===== src/rtl/core/smeu_ram.sv =====
`timescale 1ns / 1ps

module smeu_ram #(
  parameter int WIDTH = 32,
  parameter int DEPTH = 128
) (
  input  logic                     clk,
  input  logic                     we,
  input  logic [$clog2(DEPTH)-1:0] waddr,
  input  logic [WIDTH-1:0]         wdata,
  input  logic [$clog2(DEPTH)-1:0] raddr,
  output logic [WIDTH-1:0]         rdata
);

  logic [WIDTH-1:0] mem [DEPTH];

  // One write port, one registered read port
  always_ff @(posedge clk) begin
    if (we) begin
      mem[waddr] <= wdata;
    end
    rdata <= mem[raddr];
  end

endmodule


===== config.mk =====
export PLATFORM = sky130hd
export DESIGN_NAME = smeu_ram
export DESIGN_NICKNAME = d
export VERILOG_FILES = /design/src/rtl/core/smeu_ram.sv
export SDC_FILE = /design/constraint.sdc
export NUM_CORES = 2
export LEC_CHECK = 0
export BUFFER_PORTS_ARGS = -buffer_cell sky130_fd_sc_hd__buf_4
export CELL_PAD_IN_SITES_DETAIL_PLACEMENT = 0
export CELL_PAD_IN_SITES_GLOBAL_PLACEMENT = 1
export CORE_MARGIN = 2
export CORE_UTILIZATION = 35
export CTS_CLUSTER_DIAMETER = 100
export DETAILED_ROUTE_END_ITERATION = 16
export GPL_TIMING_DRIVEN = 0
export HOLD_SLACK_MARGIN = 0.15
export PLACE_DENSITY_LB_ADDON = 0.1
export SLEW_MARGIN = 20
export SYNTH_ARGS = -nofsm -noshare
export SYNTH_HDL_FRONTEND = slang
export SYNTH_SLANG_ARGS = --single-unit

===== constraint.sdc =====
create_clock -name clk -period 7.7 [get_ports clk]
set_clock_uncertainty 0.15 [all_clocks]
set_input_delay 1.54 -clock clk [delete_from_list [all_inputs] [get_ports clk]]
set_output_delay 1.54 -clock clk [all_outputs]
set_load 0.005 [all_outputs]

==> results_dict.tcl <==
set metrics [dict create \
    status "complete, no violations" \
    synth_fp_nets 6038 \
    period_needed_ps 5245 \
    dieWidth_um 672.2 \
    num_vias 71223 \
    min_path_type "input pin to register" \
    seq_area_frac_synth 0.7912 \
    ys_top_cells_by_area "edfxtp_1 79%, mux4_2 19%, clkbuf_1 0.44%" \
    ant_nets 0 \
    postSynthCellCount 5990 \
    place_hpwl_mm 319.5 \
    whs_ps 852.0 \
    row_count 245 \
    nets 6817 \
    wl_met1_mm 204.4 \
    pin_count 80 \
    drive_gt1_frac 0.3621 \
    die_h_um 672.2 \
    reg2regPathDepth 4 \
    final_common_cell "edfxtp_1" \
    rsz0062_at_grt "no" \
    cp_data_arrival_time_ps 5960 \
    global_route.overflow_total 0 \
    grt_pass1_wl_mm 632.8 \
    vdd_drop_max_mv 0.2138 \
    r2r_start "mem[87][18]$_DFFE_PP_" \
    finalHoldViolCount 0 \
    highest_layer "met5" \
    cts_buffers 446 \
    r2r_end "rdata[18]$_DFF_P_" \
    yosysWarnings 0 \
    antenna_found_initial 90 \
    post-route-period-util 0.6811 \
    wl_met3_mm 27.52 \
    rrSetupSlack_ps 4720 \
    htreeDepth 5 \
    grt_pass1_vias 73068 \
    core_area_um2 444800 \
    initial_utilization 0.3513 \
    routed_via_density 5.384 \
    slew_headroom 0.1693 \
    path_class "input pin to register" \
    startpoint "raddr[2]" \
    drtIter0Drc 8081 \
    cp_max_fo 12 \
    postCtsSetupBuffers 0 \
    dp_worst_setup_slack_ps 1413 \
    synth-seq-cells 4128 \
    cts_tree "built" \
    p_leak_nw 56.28 \
    fin_util 0.4161 \
    setup_ws_ps 2455 \
    synth_top_area_share 0.7871 \
    yosysTopAreaCell "edfxtp_1" \
    clk_pin_slew_ps 60 \
    cp-start-kind "input pin" \
    clk_latency_ps 980 \
    setup_viol 0 \
    cts.sinks 4128 \
    avgSynthCellArea_um2 26.09 \
    syn_area_um2 156300 \
    wl_per_cell_um 35.15 \
    cap_violations 0 \
    clk_path_buf_depth 4 \
    finalWirelength_mm 465.0 \
    cts.repair.resized 0 \
    n_fill_cell 38242 \
    grt_max_degree 129 \
    multi_input_area_um2 32270 \
    grt_util_all_layers 0.2048 \
    synth_cell_types 17 \
    place_congestion 0.8981 \
    ctsHoldBuffers 0 \
    crit_end "rdata[18]$_DFF_P_" \
    portBuffers 68 \
    endpoint_kind "register" \
    first_pass_iters 7 \
    area_growth_pct 18.42 \
    timing.fmax_mhz 190.7 \
    powerDensity_nw_per_um2 258.6 \
    slew_violations 0 \
    cts_root_buf "clkbuf_16" \
    required_ps 8410 \
    worstMarginPinSlew_ps 1244 \
    regArea_um2 123600 \
    wl_met2_mm 221.2 \
    mostFrequentLayoutCells "4096 x edfxtp_1, 1344 x mux4_2, 459 x clkbuf_16" \
    drc 0 \
    dieArea_um2 451900 \
]
[worst max-delay path, cell delays in order]
cell,delay (ps)
clkbuf_1,200
buf_2,440
clkbuf_4,630
buf_1,720
mux4_2,470
mux4_2,640
mux4_2,780
mux2_2,410
[final cells by class]
class	instances	area share
tap	5928	0.04008
clock buffer	586	0.06491
multi-input combinational	1546	0.1744
timing repair buffer	331	0.03375
antenna	154	0.002082
sequential	4128	0.6681
buffer	316	0.007620
clock inverter	240	0.009073
[per-layer routing]
layer	global-route usage	vias to the layer above
li1	-	28274
met1	0.2936	40260
met2	0.3280	2193
met3	0.03538	478
met4	0.04784	18
met5	0	-
[sequential cells by signal, summed over array words and instances (netlist names)]
| register | count |
|---|---|
| mem | 4096 |
| rdata | 32 |
[cells in the mapped netlist]
cell type and instances:
edfxtp_1 4096, mux4_2 1344, clkbuf_1 182, nor2_1 122, buf_2 79, buf_1 50, dfxtp_1 32, mux2_2 32
nand2_1 14, nand3_1 12, nor3_1 9, nor2b_1 7, buf_4 3, nand4_1 3, buf_6 2, nand2b_1 2
or3_1 1
[worst min-delay path by stage]
stage	startpoint	to	slack (ps)	cells after the start
floorplan	mem[36][0]$_DFFE_PP_	rdata[0]$_DFF_P_	920	4
global placement	mem[111][12]$_DFFE_PP_	rdata[12]$_DFF_P_	990	4
detailed placement	mem[110][12]$_DFFE_PP_	rdata[12]$_DFF_P_	1000	4
CTS	wdata[17]	mem[113][17]$_DFFE_PP_	780	1
global route	wdata[4]	mem[114][4]$_DFFE_PP_	830	1
finish	wdata[17]	mem[115][17]$_DFFE_PP_	850	1
[metrics by stage]
stage	TNS [ps]	total power (W)	cell area (um2)	instances
5_1_grt	0	0.04932	185000	13202
4_1_cts	0	0.04837	184500	13071
6_report	0	0.04786	185100	13229
3_5_place_dp	0	0.02809	170800	12245
3_3_place_gp	-392280	0.02797	164200	11986
2_1_floorplan	0	0.02652	156300	5990
[where the power goes]
part / internal, W / leakage [nW] / total, W / switching [W]
Combinational: 0.000966 / 12.5 / 0.00273 / 0.00177
Clock: 0.0115 / 6.71 / 0.0203 / 0.00874
Sequential: 0.0248 / 37.1 / 0.0249 / 0.0000322
Total: 0.0373 / 56.3 / 0.0479 / 0.0105
[kinds of logic after synthesis]
| logic type | share of synthesized area |
|---|---|
| buf+inv | 0.008391 |
| flops | 0.7912 |
| mux | 0.1960 |
| simple gates | 0.004460 |
No activity file was read; power rests on OpenSTA's default activity.
