### src/rtl/core/smeu_pkg.sv
`timescale 1ns / 1ps

package smeu_pkg;

  // Machine sizes
  localparam int DATA_W         = 32;
  localparam int STACK_DEPTH    = 128;
  localparam int VARIABLE_COUNT = 26;
  localparam int CODE_DEPTH     = 1024;

  // Derived widths
  localparam int STACK_AW    = $clog2(STACK_DEPTH);
  localparam int STACK_CNT_W = $clog2(STACK_DEPTH + 1);
  localparam int VAR_IDX_W   = (VARIABLE_COUNT > 1) ? $clog2(VARIABLE_COUNT) : 1;
  localparam int PC_W        = $clog2(CODE_DEPTH);
  localparam int PLEN_W      = PC_W + 1;
  localparam int ERR_W       = 3;
  localparam int KIND_W      = 2;
  localparam int DIV_CNT_W   = $clog2(DATA_W);

  // Config register map
  localparam int CFG_ADDR_W = 3;
  localparam logic [CFG_ADDR_W-3:0] REG_PROGRAM_LENGTH = '0;

  // Instruction opcodes
  typedef enum logic [3:0] {
    OP_POP      = 4'd0,
    OP_PUSH_VAR = 4'd1,
    OP_PUSH_LIT = 4'd2,
    OP_CALC     = 4'd3,
    OP_JUMP     = 4'd4,
    OP_JUMP_IFZ = 4'd5,
    OP_GET      = 4'd6,
    OP_PUT_INT  = 4'd7,
    OP_PUT_STR  = 4'd8
  } op_t;

  // Calc codes
  typedef enum logic [3:0] {
    CALC_ADD = 4'd0,
    CALC_SUB = 4'd1,
    CALC_NEG = 4'd2,
    CALC_MUL = 4'd3,
    CALC_DIV = 4'd4,
    CALC_EQ  = 4'd5,
    CALC_GT  = 4'd6,
    CALC_LT  = 4'd7,
    CALC_LE  = 4'd8,
    CALC_NE  = 4'd9
  } calc_code_t;

  localparam logic [DATA_W-1:0] CALC_LAST = DATA_W'(CALC_NE);

  // Error codes
  localparam logic [ERR_W-1:0] ERR_NONE      = 3'd0;
  localparam logic [ERR_W-1:0] ERR_OVERFLOW  = 3'd1;
  localparam logic [ERR_W-1:0] ERR_UNDERFLOW = 3'd2;
  localparam logic [ERR_W-1:0] ERR_DIV_ZERO  = 3'd3;
  localparam logic [ERR_W-1:0] ERR_BAD_VAR   = 3'd4;

  // Output kinds
  localparam logic [KIND_W-1:0] KIND_NONE = 2'd0;
  localparam logic [KIND_W-1:0] KIND_INT  = 2'd1;
  localparam logic [KIND_W-1:0] KIND_STR  = 2'd2;

  // Sequencer to arithmetic unit
  typedef struct packed {
    logic              start;
    calc_code_t        code;
    logic [DATA_W-1:0] a;
    logic [DATA_W-1:0] b;
  } alu_req_t;

  // Arithmetic unit to sequencer
  typedef struct packed {
    logic              done;
    logic [DATA_W-1:0] result;
  } alu_rsp_t;

endpackage

### src/rtl/core/smeu_alu.sv
`timescale 1ns / 1ps

module smeu_alu
  import smeu_pkg::*;
(
  input  logic     clk,
  input  logic     rst,
  input  alu_req_t req,
  output alu_rsp_t rsp
);

  typedef enum logic [2:0] {
    AS_IDLE = 3'b001,
    AS_DIV  = 3'b010,
    AS_FIX  = 3'b100
  } alu_state_t;

  alu_state_t            state;
  logic                  done;
  logic [DATA_W-1:0]     result;
  logic [DATA_W-1:0]     quo;
  logic [DATA_W-1:0]     rem;
  logic [DATA_W-1:0]     divisor;
  logic                  neg;
  logic [DIV_CNT_W-1:0]  cnt;

  logic [DATA_W-1:0] simple;
  logic [DATA_W-1:0] mul_lo;
  logic [DATA_W-1:0] mag_a;
  logic [DATA_W-1:0] mag_b;
  logic [DATA_W:0]   rem_sh;
  logic [DATA_W:0]   diff;

  assign mul_lo = req.a * req.b;
  assign mag_a  = req.a[DATA_W-1] ? (DATA_W'(0) - req.a) : req.a;
  assign mag_b  = req.b[DATA_W-1] ? (DATA_W'(0) - req.b) : req.b;

  // Combinational operations, registered when started
  always_comb begin
    case (req.code)
      CALC_ADD: simple = req.a + req.b;
      CALC_SUB: simple = req.a - req.b;
      CALC_NEG: simple = DATA_W'(0) - req.b;
      CALC_MUL: simple = mul_lo;
      CALC_EQ:  simple = DATA_W'(req.a == req.b);
      CALC_GT:  simple = DATA_W'($signed(req.b) < $signed(req.a));
      CALC_LT:  simple = DATA_W'($signed(req.a) < $signed(req.b));
      CALC_LE:  simple = DATA_W'(!($signed(req.b) < $signed(req.a)));
      CALC_NE:  simple = DATA_W'(req.a != req.b);
      default:  simple = '0;
    endcase
  end

  // Restoring divide step, one quotient bit per cycle
  assign rem_sh = {rem, quo[DATA_W-1]};
  assign diff   = rem_sh - {1'b0, divisor};

  always_ff @(posedge clk) begin
    if (rst) begin
      state <= AS_IDLE;
      done  <= 1'b0;
    end else begin
      done <= 1'b0;
      case (state)
        AS_IDLE: begin
          if (req.start) begin
            if (req.code == CALC_DIV) begin
              quo     <= mag_a;
              rem     <= '0;
              divisor <= mag_b;
              neg     <= req.a[DATA_W-1] ^ req.b[DATA_W-1];
              cnt     <= DIV_CNT_W'(DATA_W - 1);
              state   <= AS_DIV;
            end else begin
              result <= simple;
              done   <= 1'b1;
            end
          end
        end
        AS_DIV: begin
          if (!diff[DATA_W]) begin
            rem <= diff[DATA_W-1:0];
            quo <= {quo[DATA_W-2:0], 1'b1};
          end else begin
            rem <= rem_sh[DATA_W-1:0];
            quo <= {quo[DATA_W-2:0], 1'b0};
          end
          if (cnt == '0) begin
            state <= AS_FIX;
          end else begin
            cnt <= cnt - DIV_CNT_W'(1);
          end
        end
        AS_FIX: begin
          // Sign of quotient; -2^31 / -1 wraps naturally
          result <= neg ? (DATA_W'(0) - quo) : quo;
          done   <= 1'b1;
          state  <= AS_IDLE;
        end
        default: begin
          state <= AS_IDLE;
        end
      endcase
    end
  end

  assign rsp.done   = done;
  assign rsp.result = result;

endmodule

### config.mk
export PLATFORM = sky130hd
export DESIGN_NAME = smeu_alu
export DESIGN_NICKNAME = d
export VERILOG_FILES = /design/src/rtl/core/smeu_pkg.sv /design/src/rtl/core/smeu_alu.sv
export SDC_FILE = /design/constraint.sdc
export NUM_CORES = 2
export LEC_CHECK = 0
export ABC_CLOCK_PERIOD_IN_PS = 21100
export BUFFER_PORTS_ARGS = -buffer_cell sky130_fd_sc_hd__buf_2
export CORE_MARGIN = 4
export CORE_UTILIZATION = 40
export CTS_BUF_LIST = sky130_fd_sc_hd__clkbuf_8
export DETAILED_ROUTE_END_ITERATION = 7
export GPL_ROUTABILITY_DRIVEN = 1
export HOLD_SLACK_MARGIN = 0.02
export PLACE_DENSITY = 0.66
export SLEW_MARGIN = 20
export SYNTH_ARGS = -nofsm -noshare
export SYNTH_HDL_FRONTEND = slang
export SYNTH_SLANG_ARGS = --single-unit
### constraint.sdc
create_clock -name clk -period 21.1 [get_ports clk]
set_clock_uncertainty 0.05 [all_clocks]
set_input_delay 1.055 -clock clk [delete_from_list [all_inputs] [get_ports clk]]
set_output_delay 1.055 -clock clk [all_outputs]
set_load 0.02 [all_outputs]
==> results.py <==
metrics = {
    "synth": {
        "synthArstFlopShare_pct": 0,
        "ys_seq_area_share_pct": 14.1,
        "synth_cell_types": 85,
        "synth_nets": 4141,
        "yosys.area.top_type_share_pct": 28.3,
        "ys_top_cells_by_area": "fa_1 (28%), edfxtp_1 (14%), ha_1 (11%)",
        "synth_area_um2": 29000,
        "synth_edf_count": 134,
        "ys.flop_type": "edfxtp_1",
        "synth_seq_cells": 138,
        "ys_warn_count": 0,
        "avgSynthCellArea_um2": 8.53,
        "yosysTopAreaCell": "fa_1",
        "synthCells": 3405,
    },
    "cts": {
        "clockBufferDepth": 2,
        "cts.hold.buffers_added": 0,
        "cts_buffers": 17,
        "cts_tree": "done",
        "postCtsSetupBuffers": 0,
        "htree_levels": 4,
        "cts_num_sinks": 138,
        "cts_resized": 0,
        "clk_latency_ns": 0.48,
        "clkTransAtPathRegs_ns": 0.08,
        "cts_root_buffer": "clkbuf_8",
    },
    "timing": {
        "hold_viol": 0,
        "timing.final.crit_share_pct": 44.4,
        "slew_violations": 0,
        "period_needed_ns": 9.36,
        "slew_headroom_pct": 29.1,
        "tightest_slew_ns": 1.06,
        "rsz0062_at_grt": "false",
        "timing.setup.tns_ns": 0,
        "max_freq_mhz": 107,
        "finalSetupViolCount": 0,
    },
    "grt": {
        "overflow": 0,
        "grt_start_max_net_pins": 69,
        "grt_pass1_wl_um": 165000,
        "antenna_found_initial": 9,
        "gr-usage-all-layers_pct": 28.5,
        "grt_pass1_vias": 25100,
    },
    "final_layout": {
        "final_core_util_pct": 42.9,
        "final_common_cell": "inv_1",
        "num-nets-final": 4122,
        "instances_no_fill": 4354,
        "final_cell_mix": "inv_1 (498), nor2_1 (454), fa_1 (411)",
        "syn_to_final_growth_pct": 5.93,
        "drive_gt1_share_pct": 6.44,
    },
    "run_status": {
        "failed_checks": "DRC",
        "status": "finished, violations left",
    },
    "worst_setup_path": {
        "critical_path.max_fanout": 14,
        "slowest_stage": "clkinv_1",
        "critPathMostFrequentCell": "fa_1",
        "worst-setup-path-type": "input pin to flip-flop",
        "crit_path_start_kind": "input pin",
        "critical_path.max_stage_delay_ns": 0.82,
        "required_ns": 21.26,
        "cp.arrival_ns": 9.52,
        "cp-end-kind": "flip-flop",
    },
    "min_path": {
        "hp-class": "flip-flop to flip-flop",
    },
    "drt": {
        "met2WireLength_um": 47900,
        "post_drt_wl_per_cell_um": 25.9,
        "drt-total-wl_um": 113000,
        "dr.first_iter.drc_count": 3267,
        "wl_met1_um": 44200,
        "postRouteAntennaNets": 0,
        "met3_length_um": 14800,
        "drc": 1,
        "first_pass_iters": 8,
        "vias": 25700,
        "highest_layer": "met5",
        "drt-vias-per-instance": 5.90,
    },
    "flow_run": {
        "drv_cap": 0,
    },
    "floorplanning": {
        "num_rows": 98,
        "io_pins": 104,
        "core_um2": 71700,
        "die_x_um": 277,
        "fp.dieArea_um2": 77000,
        "start_util_pct": 40.5,
        "die_h_um": 277,
    },
    "placement": {
        "place_congestion": 1.05,
        "dp_hpwl_um": 86200,
        "io_buffer_count": 103,
        "placedCellCount": 4317,
    },
}
## per-stage QoR
stage                     instance area, µm²  setup WS, ns  hold slack [ns]
after floorplan                        29000         12.90            0.415
after global placement                 30300         11.57            0.443
after detailed placement               30300         11.50            0.439
after CTS                              30700         12.02            0.454
after global routing                   30700         11.63            0.482
final                                  30800         11.74            0.454
## final timing paths
kind | from | endpoint | slack, ns | depth (start not counted)
worst max-delay path | req[47] | result[28] | 11.74 | 25
worst min-delay path | cnt[4] | state[2] | 0.45 | 1
worst max register to register | quo[31] | quo[0] | 16.65 | 14
worst min register to register | cnt[4] | state[2] | 0.45 | 1
## cells in the mapped netlist, drive strengths merged (13+ instances only)
library cell,number
xnor2,203
edfxtp,134
nor4,14
o211ai,16
or3,23
o22ai,37
fa,411
and3,15
nand2b,27
nand3,30
buf,32
clkbuf,148
nand2,353
nor2,455
o21ai,133
xor2,53
a31oi,16
o221ai,13
or4,20
o21a,31
inv,505
ha,254
a211oi,23
o41ai,15
nand4,18
mux2i,31
clkinv,18
o31ai,29
nor2b,15
a21oi,112
nor3,51
a21o,33
## kinds of logic (layout without fill, tap and decap cells)
kind of cell / after synthesis / count (layout) / share of synthesized area (%)
muxes: 35 / 35 / 1.26
buffers and inverters: 704 / 698 / 9.29
xor gates and xnor gates: 256 / 256 / 7.72
AOI/OAI and AO/OA: 549 / 549 / 12.5
other: 0 / 5 / 0
adders and majority gates: 665 / 665 / 39.3
DFF: 138 / 138 / 14.1
and+or+nand+nor: 1058 / 1058 / 15.8
## metal layers
layer / global-route usage [%] / up-vias
li1: - / 11000
met5: 0 / -
met1: 38.9 / 12600
met4: 12.1 / 8
met3: 7.98 / 302
met2: 42.6 / 1751
## critical path: cells and delay by family
family | cells | cell delay, ns
AND/OR/NAND/NOR | 2 | 0.73
buffers and inverters | 6 | 1.54
AO/OA/AOI/OAI | 7 | 1.83
XOR/XNOR | 1 | 0.19
adder cells (fa/ha/maj) | 9 | 4.13
## state kept, by name (all words and copies together) (netlist names)
| name | flops |
|---|---|
| done | 1 |
| cnt | 5 |
| quo | 32 |
| neg | 1 |
| divisor | 32 |
| result | 32 |
| state | 3 |
| rem | 32 |
## final cells by class
| cell class | count | area (µm²) |
|---|---|---|
| Multi-Input combinational cell | 2563 | 22300 |
| Clock buffer | 17 | 234 |
| Timing Repair Buffer | 143 | 816 |
| Clock inverter | 15 | 175 |
| Antenna cell | 5 | 12.5 |
| Fill cell | 7154 | 41000 |
| Tap cell | 950 | 1190 |
| Sequential cell | 138 | 4100 |
| Inverter | 523 | 1960 |
Power is left out: the tool's default activity adds up to more than one toggle a clock period on the data nets, which glitch-free logic cannot reach.
